## config.mk

```make
export PLATFORM = sky130hd
export DESIGN_NAME = radio_command_decoder
export DESIGN_NICKNAME = d
export VERILOG_FILES = /design/src/sv/rcd_pkg.sv /design/src/sv/rcd_front.sv /design/src/sv/rcd_fifo.sv /design/src/sv/rcd_back.sv /design/src/sv/radio_command_decoder.sv
export SDC_FILE = /design/constraint.sdc
export NUM_CORES = 1
export LEC_CHECK = 0
export BUFFER_PORTS_ARGS = -buffer_cell sky130_fd_sc_hd__buf_2
export CORE_MARGIN = 3
export CORE_UTILIZATION = 59
export CTS_CLUSTER_DIAMETER = 200
export DETAILED_ROUTE_END_ITERATION = 8
export PLACE_DENSITY = 0.79
export RECOVER_POWER = 100
export SKIP_LAST_GASP = 1
export SLEW_MARGIN = 20
export SYNTH_ARGS = -nofsm -noshare
export SYNTH_HDL_FRONTEND = slang
export SYNTH_SLANG_ARGS = --single-unit
```

## constraint.sdc

```tcl
create_clock -name clk_i -period 4.8 [get_ports clk_i]
set_clock_uncertainty 0.15 [all_clocks]
set_input_delay 0.48 -clock clk_i [delete_from_list [all_inputs] [get_ports clk_i]]
set_output_delay 0.48 -clock clk_i [all_outputs]
set_load 0.005 [all_outputs]
```

## src/sv/rcd_pkg.sv

```systemverilog
// Shared types and constants for the radio command decoder.
package rcd_pkg;

  // Input word kinds on the slave tuser lane.
  localparam logic [1:0] FUNC_BYTE = 2'd0;
  localparam logic [1:0] FUNC_EOP  = 2'd1;
  localparam logic [1:0] FUNC_TICK = 2'd2;

  // Configuration register indexes.
  localparam logic [1:0] CFG_TIMEOUT_LIMIT = 2'd0;
  localparam logic [1:0] CFG_WAYPOINT_CNT  = 2'd1;
  localparam logic [1:0] CFG_INDEX_REPEATS = 2'd2;
  localparam logic [1:0] CFG_PERM_MASKS    = 2'd3;

  localparam logic [7:0]  TIMEOUT_RST = 8'd30;
  localparam logic [7:0]  WAYPOINT_RST = 8'd16;
  localparam logic [7:0]  REPEATS_RST = 8'd3;
  localparam logic [47:0] MASKS_RST = 48'hFF08_1404_0418;

  localparam int NUM_CMDS     = 9;
  localparam int CMD_NAME_MAX = 6;

  typedef enum logic [3:0] {
    CMD_IDLE   = 4'd0,
    CMD_MANUAL = 4'd1,
    CMD_AUTO   = 4'd2,
    CMD_INDEX  = 4'd3,
    CMD_RP     = 4'd4,
    CMD_RN     = 4'd5,
    CMD_LP     = 4'd6,
    CMD_LN     = 4'd7,
    CMD_PING   = 4'd8
  } cmd_code_e;

  // Command names, one character per byte, first character at index 0.
  localparam logic [7:0] CMD_NAMES [NUM_CMDS][CMD_NAME_MAX] = '{
    '{"i", "d", "l", "e", 8'h00, 8'h00},
    '{"m", "a", "n", "u", "a", "l"},
    '{"a", "u", "t", "o", 8'h00, 8'h00},
    '{"i", "n", "d", "e", "x", 8'h00},
    '{"R", "P", 8'h00, 8'h00, 8'h00, 8'h00},
    '{"R", "N", 8'h00, 8'h00, 8'h00, 8'h00},
    '{"L", "P", 8'h00, 8'h00, 8'h00, 8'h00},
    '{"L", "N", 8'h00, 8'h00, 8'h00, 8'h00},
    '{"p", "i", "n", "g", 8'h00, 8'h00}
  };
  localparam int CMD_LENS [NUM_CMDS] = '{4, 6, 4, 5, 2, 2, 2, 2, 4};
  // Which permission mask byte governs each command.
  localparam logic [2:0] CMD_SLOT [NUM_CMDS] = '{
    3'd0, 3'd1, 3'd2, 3'd3, 3'd4, 3'd4, 3'd4, 3'd4, 3'd5
  };

  typedef logic [5:0][7:0] perm_masks_t;

  typedef enum logic [2:0] {
    KIND_ZERO   = 3'd0,
    KIND_DIGIT  = 3'd1,
    KIND_LETTER = 3'd2,
    KIND_OTHER  = 3'd3,
    KIND_EOP    = 3'd4,
    KIND_TICK   = 3'd5,
    KIND_NOP    = 3'd6
  } item_kind_e;

  typedef struct packed {
    item_kind_e kind;
    logic [7:0] data;
    logic [2:0] sys_state;
  } item_t;

  // Queue read side toward the back end.
  typedef struct packed {
    logic  valid;
    item_t item;
  } q_head_t;

endpackage

```

## src/sv/rcd_front.sv

```systemverilog
// Front end: accepts input words and classifies payload bytes.
module rcd_front import rcd_pkg::*; (
  input  logic [1:0]  func_i,
  input  logic [7:0]  data_i,
  input  logic [2:0]  sys_state_i,
  output item_t       item_o
);

  logic is_digit;
  logic is_letter;

  assign is_digit  = (data_i >= "0") && (data_i <= "9");
  assign is_letter = ((data_i >= "a") && (data_i <= "z")) ||
                     ((data_i >= "A") && (data_i <= "Z"));

  always_comb begin
    item_o.data      = data_i;
    item_o.sys_state = sys_state_i;
    case (func_i)
      FUNC_BYTE: begin
        if (data_i == 8'h00) begin
          item_o.kind = KIND_ZERO;
        end else if (is_digit) begin
          item_o.kind = KIND_DIGIT;
        end else if (is_letter) begin
          item_o.kind = KIND_LETTER;
        end else begin
          item_o.kind = KIND_OTHER;
        end
      end
      FUNC_EOP:  item_o.kind = KIND_EOP;
      FUNC_TICK: item_o.kind = KIND_TICK;
      default:   item_o.kind = KIND_NOP;
    endcase
  end

endmodule

```

## src/sv/rcd_fifo.sv

```systemverilog
// Short register queue between the front and back ends.
module rcd_fifo import rcd_pkg::*; #(
  parameter int DEPTH = 2
) (
  input  logic    clk_i,
  input  logic    rst_ni,
  input  logic    push_i,
  input  item_t   item_i,
  output logic    full_o,
  input  logic    pop_i,
  output q_head_t head_o
);

  localparam int PW = (DEPTH > 1) ? $clog2(DEPTH) : 1;
  localparam int CW = $clog2(DEPTH + 1);
  localparam logic [PW-1:0] LAST = PW'(DEPTH - 1);

  item_t          entries_q [DEPTH];
  logic [PW-1:0]  wr_ptr_q, wr_ptr_d, rd_ptr_q, rd_ptr_d;
  logic [CW-1:0]  count_q, count_d;
  logic           do_push, do_pop;

  assign full_o       = (count_q == CW'(DEPTH));
  assign head_o.valid = (count_q != '0);
  assign head_o.item  = entries_q[rd_ptr_q];
  assign do_push      = push_i && !full_o;
  assign do_pop       = pop_i && head_o.valid;

  always_comb begin
    wr_ptr_d = wr_ptr_q;
    rd_ptr_d = rd_ptr_q;
    count_d  = count_q;
    if (do_push) begin
      wr_ptr_d = (wr_ptr_q == LAST) ? '0 : wr_ptr_q + 1'b1;
    end
    if (do_pop) begin
      rd_ptr_d = (rd_ptr_q == LAST) ? '0 : rd_ptr_q + 1'b1;
    end
    if (do_push && !do_pop) begin
      count_d = count_q + 1'b1;
    end else if (do_pop && !do_push) begin
      count_d = count_q - 1'b1;
    end
  end

  always_ff @(posedge clk_i or negedge rst_ni) begin
    if (!rst_ni) begin
      wr_ptr_q <= '0;
      rd_ptr_q <= '0;
      count_q  <= '0;
    end else begin
      wr_ptr_q <= wr_ptr_d;
      rd_ptr_q <= rd_ptr_d;
      count_q  <= count_d;
    end
  end

  always_ff @(posedge clk_i) begin
    if (do_push) begin
      entries_q[wr_ptr_q] <= item_i;
    end
  end

endmodule

```

## src/sv/rcd_back.sv

```systemverilog
// Back end: parser state, command match, debounce, heartbeat and result register.
module rcd_back import rcd_pkg::*; #(
  parameter int MAX_NAME_LEN = 8
) (
  input  logic        clk_i,
  input  logic        rst_ni,
  input  logic        cfg_we_i,
  input  logic [1:0]  cfg_idx_i,
  input  logic [47:0] cfg_wdata_i,
  input  q_head_t     head_i,
  output logic        pop_o,
  output logic        out_valid_o,
  input  logic        out_ready_i,
  output logic        cmd_matched_o,
  output logic [3:0]  cmd_code_o,
  output logic [7:0]  cmd_arg_o,
  output logic        index_updated_o,
  output logic [7:0]  wp_target_o,
  output logic        connected_o
);

  // Length saturates at MAX_NAME_LEN + 1.
  localparam int LW = $clog2(MAX_NAME_LEN + 2);

  // Config
  logic [7:0]  timeout_q, waypoints_q, repeats_needed_q;
  perm_masks_t masks_q;

  // Parser and link state
  logic          name_phase_q, name_phase_d;
  logic          failed_q, failed_d;
  logic          ended_q, ended_d;
  logic [7:0]    name_chars_q [MAX_NAME_LEN];
  logic [LW-1:0] name_len_q, name_len_d;
  logic [7:0]    value_q, value_d;
  logic [7:0]    beat_q, beat_d;
  logic          link_q, link_d;
  logic [7:0]    last_idx_q, last_idx_d;
  logic [7:0]    rep_q, rep_d;
  logic          store_char;

  // Result register
  logic       out_valid_q;
  logic       matched_q, matched_d;
  cmd_code_e  code_q, code_d;
  logic [7:0] res_value_q, res_value_d;
  logic       upd_q, upd_d;
  logic [7:0] widx_q, widx_d;

  logic       take;
  logic       parse_live;
  logic [7:0] value_next;
  logic       found;
  cmd_code_e  found_code;
  logic [7:0] rep_new;
  item_t      it;

  assign it    = head_i.item;
  assign pop_o = !out_valid_q || out_ready_i;
  assign take  = head_i.valid && pop_o;

  assign parse_live = !ended_q && !failed_q;
  assign value_next = 8'({value_q, 3'b000} + {value_q, 1'b0}) + {4'h0, it.data[3:0]};
  assign store_char = take && (it.kind == KIND_LETTER) && parse_live && name_phase_q &&
                      (name_len_q < LW'(MAX_NAME_LEN));

  // Parallel compare of the stored name against every command name.
  always_comb begin
    logic eq;
    found      = 1'b0;
    found_code = CMD_IDLE;
    for (int k = 0; k < NUM_CMDS; k++) begin
      eq = (name_len_q == LW'(CMD_LENS[k])) && masks_q[CMD_SLOT[k]][it.sys_state];
      for (int i = 0; i < CMD_NAME_MAX; i++) begin
        if (i < CMD_LENS[k] && name_chars_q[i] != CMD_NAMES[k][i]) begin
          eq = 1'b0;
        end
      end
      if (eq && !found) begin
        found      = 1'b1;
        found_code = cmd_code_e'(4'(k));
      end
    end
    if (failed_q) begin
      found = 1'b0;
    end
  end

  assign rep_new = (value_q != last_idx_q) ? 8'd1 : rep_q + 8'd1;

  always_comb begin
    name_phase_d = name_phase_q;
    failed_d     = failed_q;
    ended_d      = ended_q;
    name_len_d   = name_len_q;
    value_d      = value_q;
    beat_d       = beat_q;
    link_d       = link_q;
    last_idx_d   = last_idx_q;
    rep_d        = rep_q;
    matched_d    = 1'b0;
    code_d       = CMD_IDLE;
    res_value_d  = 8'd0;
    upd_d        = 1'b0;
    widx_d       = 8'd0;
    case (it.kind)
      KIND_ZERO: begin
        if (parse_live) begin
          ended_d = 1'b1;
        end
      end
      KIND_DIGIT: begin
        if (parse_live) begin
          name_phase_d = 1'b0;
          value_d      = value_next;
        end
      end
      KIND_LETTER: begin
        if (parse_live) begin
          if (!name_phase_q) begin
            failed_d = 1'b1;
          end else if (name_len_q <= LW'(MAX_NAME_LEN)) begin
            name_len_d = name_len_q + 1'b1;
          end
        end
      end
      KIND_OTHER: begin
        if (parse_live) begin
          failed_d = 1'b1;
        end
      end
      KIND_EOP: begin
        if (found) begin
          matched_d   = 1'b1;
          code_d      = found_code;
          res_value_d = value_q;
          link_d      = 1'b1;
          beat_d      = 8'd0;
          if (found_code == CMD_INDEX) begin
            last_idx_d = value_q;
            rep_d      = rep_new;
            if (value_q < waypoints_q && rep_new >= repeats_needed_q) begin
              upd_d  = 1'b1;
              widx_d = value_q;
              rep_d  = 8'd0;
            end
          end
        end
        name_phase_d = 1'b1;
        failed_d     = 1'b0;
        ended_d      = 1'b0;
        name_len_d   = '0;
        value_d      = 8'd0;
      end
      KIND_TICK: begin
        if (beat_q >= timeout_q) begin
          link_d = 1'b0;
        end else begin
          beat_d = beat_q + 8'd1;
        end
      end
      default: ;
    endcase
  end

  always_ff @(posedge clk_i or negedge rst_ni) begin
    if (!rst_ni) begin
      timeout_q        <= TIMEOUT_RST;
      waypoints_q      <= WAYPOINT_RST;
      repeats_needed_q <= REPEATS_RST;
      masks_q          <= MASKS_RST;
    end else if (cfg_we_i) begin
      case (cfg_idx_i)
        CFG_TIMEOUT_LIMIT: timeout_q        <= cfg_wdata_i[7:0];
        CFG_WAYPOINT_CNT:  waypoints_q      <= cfg_wdata_i[7:0];
        CFG_INDEX_REPEATS: repeats_needed_q <= cfg_wdata_i[7:0];
        CFG_PERM_MASKS:    masks_q          <= cfg_wdata_i;
        default: ;
      endcase
    end
  end

  always_ff @(posedge clk_i or negedge rst_ni) begin
    if (!rst_ni) begin
      name_phase_q <= 1'b1;
      failed_q     <= 1'b0;
      ended_q      <= 1'b0;
      name_len_q   <= '0;
      value_q      <= 8'd0;
      beat_q       <= 8'd0;
      link_q       <= 1'b0;
      last_idx_q   <= 8'd0;
      rep_q        <= 8'd0;
      out_valid_q  <= 1'b0;
    end else begin
      if (take) begin
        name_phase_q <= name_phase_d;
        failed_q     <= failed_d;
        ended_q      <= ended_d;
        name_len_q   <= name_len_d;
        value_q      <= value_d;
        beat_q       <= beat_d;
        link_q       <= link_d;
        last_idx_q   <= last_idx_d;
        rep_q        <= rep_d;
      end
      if (pop_o) begin
        out_valid_q <= head_i.valid;
      end
    end
  end

  always_ff @(posedge clk_i) begin
    for (int i = 0; i < MAX_NAME_LEN; i++) begin
      if (store_char && name_len_q == LW'(i)) begin
        name_chars_q[i] <= it.data;
      end
    end
    if (take) begin
      matched_q   <= matched_d;
      code_q      <= code_d;
      res_value_q <= res_value_d;
      upd_q       <= upd_d;
      widx_q      <= widx_d;
    end
  end

  // connected is the link status after the item; link_q holds it once taken.
  logic link_out_q;
  always_ff @(posedge clk_i) begin
    if (take) begin
      link_out_q <= link_d;
    end
  end

  assign out_valid_o     = out_valid_q;
  assign cmd_matched_o   = matched_q;
  assign cmd_code_o      = code_q;
  assign cmd_arg_o       = res_value_q;
  assign index_updated_o = upd_q;
  assign wp_target_o     = widx_q;
  assign connected_o     = link_out_q;

endmodule

```

## src/sv/radio_command_decoder.sv

```systemverilog
// Top level of the radio command decoder.
// Decodes ground-station text commands one byte word at a time: letters form the
// command name, digits fold into a value modulo 256, a zero byte ends the text, and an
// end-of-payload word (tuser 1) checks the name against nine commands under the
// permission mask of the current system state, producing exactly one result word per
// input word. Heartbeat ticks (tuser 2) age the link. Throughput is one word per clock
// while m_axis_tready does not stall the result; the back end updates the parser, match
// and debounce state once per word. A word is registered first in the short word queue
// that decouples the classifying front end from the back end, then in the result
// register. While a finished result waits on m_axis_tready the queue still takes up to
// QUEUE_DEPTH more words; after that s_axis_tready drops until the result leaves.
// Configuration writes take effect on the clock edge with cfg_we_i high and are meant
// for idle periods only.
module radio_command_decoder import rcd_pkg::*; #(
  parameter int MAX_NAME_LEN = 8,
  parameter int QUEUE_DEPTH  = 2
) (
  input  logic        clk_i,
  input  logic        rst_ni,
  // Configuration write port
  input  logic        cfg_we_i,
  input  logic [1:0]  cfg_idx_i,
  input  logic [47:0] cfg_wdata_i,
  // Input words
  input  logic        s_axis_tvalid,
  output logic        s_axis_tready,
  input  logic [15:0] s_axis_tdata,  // [7:0] data, [10:8] system_state, rest zero
  input  logic [1:0]  s_axis_tuser,  // [1:0] func
  // Result words
  output logic        m_axis_tvalid,
  input  logic        m_axis_tready,
  output logic [23:0] m_axis_tdata   // [0] cmd_matched, [4:1] cmd_code, [12:5] cmd_arg,
                                     // [13] index_updated, [21:14] wp_target,
                                     // [22] connected, [23] zero
);

  item_t   front_item;
  logic    q_full;
  logic    q_pop;
  q_head_t q_head;

  logic       cmd_matched;
  logic [3:0] cmd_code;
  logic [7:0] cmd_arg;
  logic       index_updated;
  logic [7:0] wp_target;
  logic       connected;

  // Front end: classify the byte so the back end sees a kind code beside the data byte.
  rcd_front u_front (
    .func_i      (s_axis_tuser),
    .data_i      (s_axis_tdata[7:0]),
    .sys_state_i (s_axis_tdata[10:8]),
    .item_o      (front_item)
  );

  // Input is held off only when the queue is full.
  assign s_axis_tready = !q_full;

  rcd_fifo #(
    .DEPTH (QUEUE_DEPTH)
  ) u_fifo (
    .clk_i  (clk_i),
    .rst_ni (rst_ni),
    .push_i (s_axis_tvalid),
    .item_i (front_item),
    .full_o (q_full),
    .pop_i  (q_pop),
    .head_o (q_head)
  );

  // Back end: all decoder state plus the output register.
  rcd_back #(
    .MAX_NAME_LEN (MAX_NAME_LEN)
  ) u_back (
    .clk_i           (clk_i),
    .rst_ni          (rst_ni),
    .cfg_we_i        (cfg_we_i),
    .cfg_idx_i       (cfg_idx_i),
    .cfg_wdata_i     (cfg_wdata_i),
    .head_i          (q_head),
    .pop_o           (q_pop),
    .out_valid_o     (m_axis_tvalid),
    .out_ready_i     (m_axis_tready),
    .cmd_matched_o   (cmd_matched),
    .cmd_code_o      (cmd_code),
    .cmd_arg_o       (cmd_arg),
    .index_updated_o (index_updated),
    .wp_target_o     (wp_target),
    .connected_o     (connected)
  );

  assign m_axis_tdata = {1'b0, connected, wp_target, index_updated,
                         cmd_arg, cmd_code, cmd_matched};

endmodule

```

==> impl_metrics.py <==
metrics = {
    "run_status": {
        "outcome": "finished, violations left",
        "violations": "max-capacitance violations, max-slew violations",
    },
    "die": {
        "coreArea_um2": 16820,
        "start_util": 0.6120,
        "fp-row-count": 47,
        "die_x_um": 138.1,
        "dieHeight_um": 138.1,
        "io_pins": 99,
        "die-area_um2": 19070,
    },
    "layout": {
        "design_area_um2": 11640,
        "final_cells": 1186,
        "fin_nets": 1066,
        "synthToLayoutAreaGrowth_pct": 13.06,
        "reg_top3": "u_back.masks_q x48, u_back.name_chars_q x48, u_fifo.entries_q x28",
        "final_common_cell": "edfxtp_1",
        "drive_gt1_frac": 0.2215,
        "layout_common_cells": "edfxtp_1 (99), dfrtp_1 (94), nand2_1 (88)",
        "nFillCells": 1212,
        "fin_util": 0.6919,
        "n_antenna_cell": 0,
    },
    "timing": {
        "slew_viol_final": 49,
        "max_freq_mhz": 244.4,
        "finalSetupViolations": 0,
        "hold_viol": 0,
        "fin_tns_setup_ns": 0,
        "period_share": 0.8523,
        "worst_slew_pin_slew_ns": 2.510,
        "fin_crit_ns": 4.091,
        "relSlewSlack": -0.6736,
        "rsz0062_at_grt": "no",
    },
    "power_and_ir_drop": {
        "cell_internal_pwr_w": 0.003976,
        "p_leak_nw": 4.850,
        "switching_power_w": 0.001835,
        "swShare": 0.3158,
        "ir_drop_mv": 0.4310,
        "pwr-share-seq": 0.447,
        "combPwrFrac": 0.258,
        "powerDensity_nw_per_um2": 499.4,
        "p_clk_frac": 0.295,
    },
    "synthesis": {
        "syn-cell-area_um2": 10290,
        "async_flop_share": 0.5417,
        "syn_nets": 960,
        "ys_ff_latch": 216,
        "synth-edff-count": 99,
        "ys_types": 69,
        "synthFlopType": "edfxtp_1",
        "synth-seq-area-share": 0.5761,
        "synth_warnings": 0,
        "synth_area_leaders": "edfxtp_1 (29%), dfrtp_1 (23%), mux2_2 (8.6%)",
        "synth_top_area_frac": 0.2888,
        "avgSynthCellArea_um2": 12.21,
        "synthCells": 843,
        "synth_top_area_cell": "edfxtp_1",
    },
    "global_routing": {
        "antenna_found_initial": 0,
        "grt_util_all_layers": 0.2241,
        "grt_first_pass_wirelength_um": 35560,
        "grt_pass1_vias": 6879,
        "grt_max_degree": 64,
        "grt-ovfl-total": 0,
    },
    "critical_path": {
        "r2r-start": "u_fifo.rd_ptr_q",
        "start_kind": "register",
        "worstRegToRegCells": 9,
        "reg2reg_slack_ns": 0.71,
        "endpoint_kind": "register",
        "r2r-end": "u_back.wp_target_o[1]",
        "required_ns": 4.86,
        "crit_arrival_ns": 4.15,
        "crit_type": "register to register",
        "crit_path_max_fanout": 17,
    },
    "clock_tree": {
        "cts_setup_buffers": 0,
        "clk_pin_slew_ns": 0.06,
        "clk_latency_ns": 0.51,
        "cts.sinks": 216,
        "cts_tree": "yes",
        "clockBufferDepth": 3,
        "cts.htree.levels": 1,
        "numCtsBuffers": 23,
        "clock-root-buffer": "clkbuf_16",
    },
    "min_path": {
        "hold_class": "primary input to register",
        "holdPathEnd": "u_back.masks_q[31]",
        "hold_path_startpoint": "cfg_wdata_i[31]",
        "hold_depth": 2,
    },
    "routing": {
        "drc": 0,
        "via_per_inst": 5.858,
        "drtIter0Drc": 469,
        "ant_nets": 0,
        "route.detailed.wl_per_inst_um": 18.22,
        "first_pass_iters": 5,
        "finalWirelength_um": 21600,
        "vias": 6948,
    },
    "run": {
        "max_cap_viol_count": 1,
    },
    "placed_design": {
        "placed_area_um2": 11000,
        "place.gp.congestion": 0.9071,
        "place.port_buffers": 92,
        "post-place-cells": 1143,
        "hpwlAfterDp_um": 15170,
    },
}
## cell families after synthesis
family | share of synthesized area
flops | 0.5761
xor+xnor | 0.02127
buf+inv | 0.03063
mux | 0.1070
fa+ha+maj | 0.05495
compound gates | 0.07756
other cells | 0.0003643
simple gates | 0.1321
## worst max-delay path, stage by stage, from the launching register on
cell	delay [ns]
dfrtp_1	0.67
mux2_4	0.42
mux4_2	0.53
o22ai_1	0.27
or4_4	0.24
o41ai_2	0.11
o41ai_1	0.33
clkbuf_1	0.54
or2_1	0.43
nor3_1	0.09
## layer usage
metal / up-vias / wire (um) / track usage
met5: - / 0 / 0
met4: 0 / 662 / 0.07228
met3: 49 / 1157 / 0.03764
met2: 211 / 10220 / 0.3625
met1: 3415 / 9565 / 0.3137
li1: 3273 / - / -
## cells in the mapped netlist, drive strengths merged, types with 5 or more instances
cell,n
mux2i,17
clkbuf,8
xnor2,8
nor4,9
nand4,7
buf,15
nor2,57
a21boi,5
nand3,24
xor2,17
a21o,7
edfxtp,99
nand2,88
nor3,16
o21ai,46
dfrtp,94
nand2b,12
a21oi,13
or3,5
nand3b,7
inv,51
ha,42
mux2,80
and3,10
o31ai,5
dfstp,23
a31oi,8
nor4b,5
## timing repair
item / in CTS / in global routing
resized for setup: 0 / 0
hold buffers: 1 / 0
hold endpoints to repair: 52 / 0
## power by group through the flow
stage / sequential (W) / combinational (W) / clock (W)
after CTS: 0.00259 / 0.00154 / 0.00174
after detailed placement: 0.00262 / 0.00152 / 0
final: 0.00260 / 0.00150 / 0.00171
after global placement: 0.00261 / 0.00147 / 0
after global routing: 0.00264 / 0.00169 / 0.00182
after floorplan: 0.00255 / 0.00111 / 0
## worst max-delay path by stage
stage                           start                        end
floorplan             u_fifo.rd_ptr_q  u_back.name_chars_q[1][0]
global placement    u_back.value_q[3]     u_back.index_updated_o
detailed placement  u_back.value_q[3]     u_back.index_updated_o
CTS                 u_back.value_q[3]     u_back.index_updated_o
global route          u_fifo.rd_ptr_q          u_back.value_q[7]
finish                u_fifo.rd_ptr_q      u_back.wp_target_o[1]
## stage by stage
step | hold WS [ns] | total power (W) | setup WS (ns)
2_1_floorplan | 0.03441 | 0.003658 | 1.353
3_3_place_gp | 0.3283 | 0.004078 | 0.9763
3_5_place_dp | 0.3413 | 0.004143 | 0.9975
4_1_cts | 0.008476 | 0.005869 | 0.9683
5_1_grt | 0.03783 | 0.006147 | 0.4847
6_report | 0.04842 | 0.005812 | 0.7088
## cell type report
cell class              instances  area (um2)  share of cell area
repair buffers                104       495.5             0.04258
multi-input cells             553        4011              0.3447
clock inverters                 9       80.08            0.006882
inverters                      51       191.4             0.01645
flip-flops and latches        216        5929              0.5096
clock buffers                  33       653.1             0.05613
well taps                     220       275.3             0.02366
Note: power is estimated with default switching activity, not from simulation.
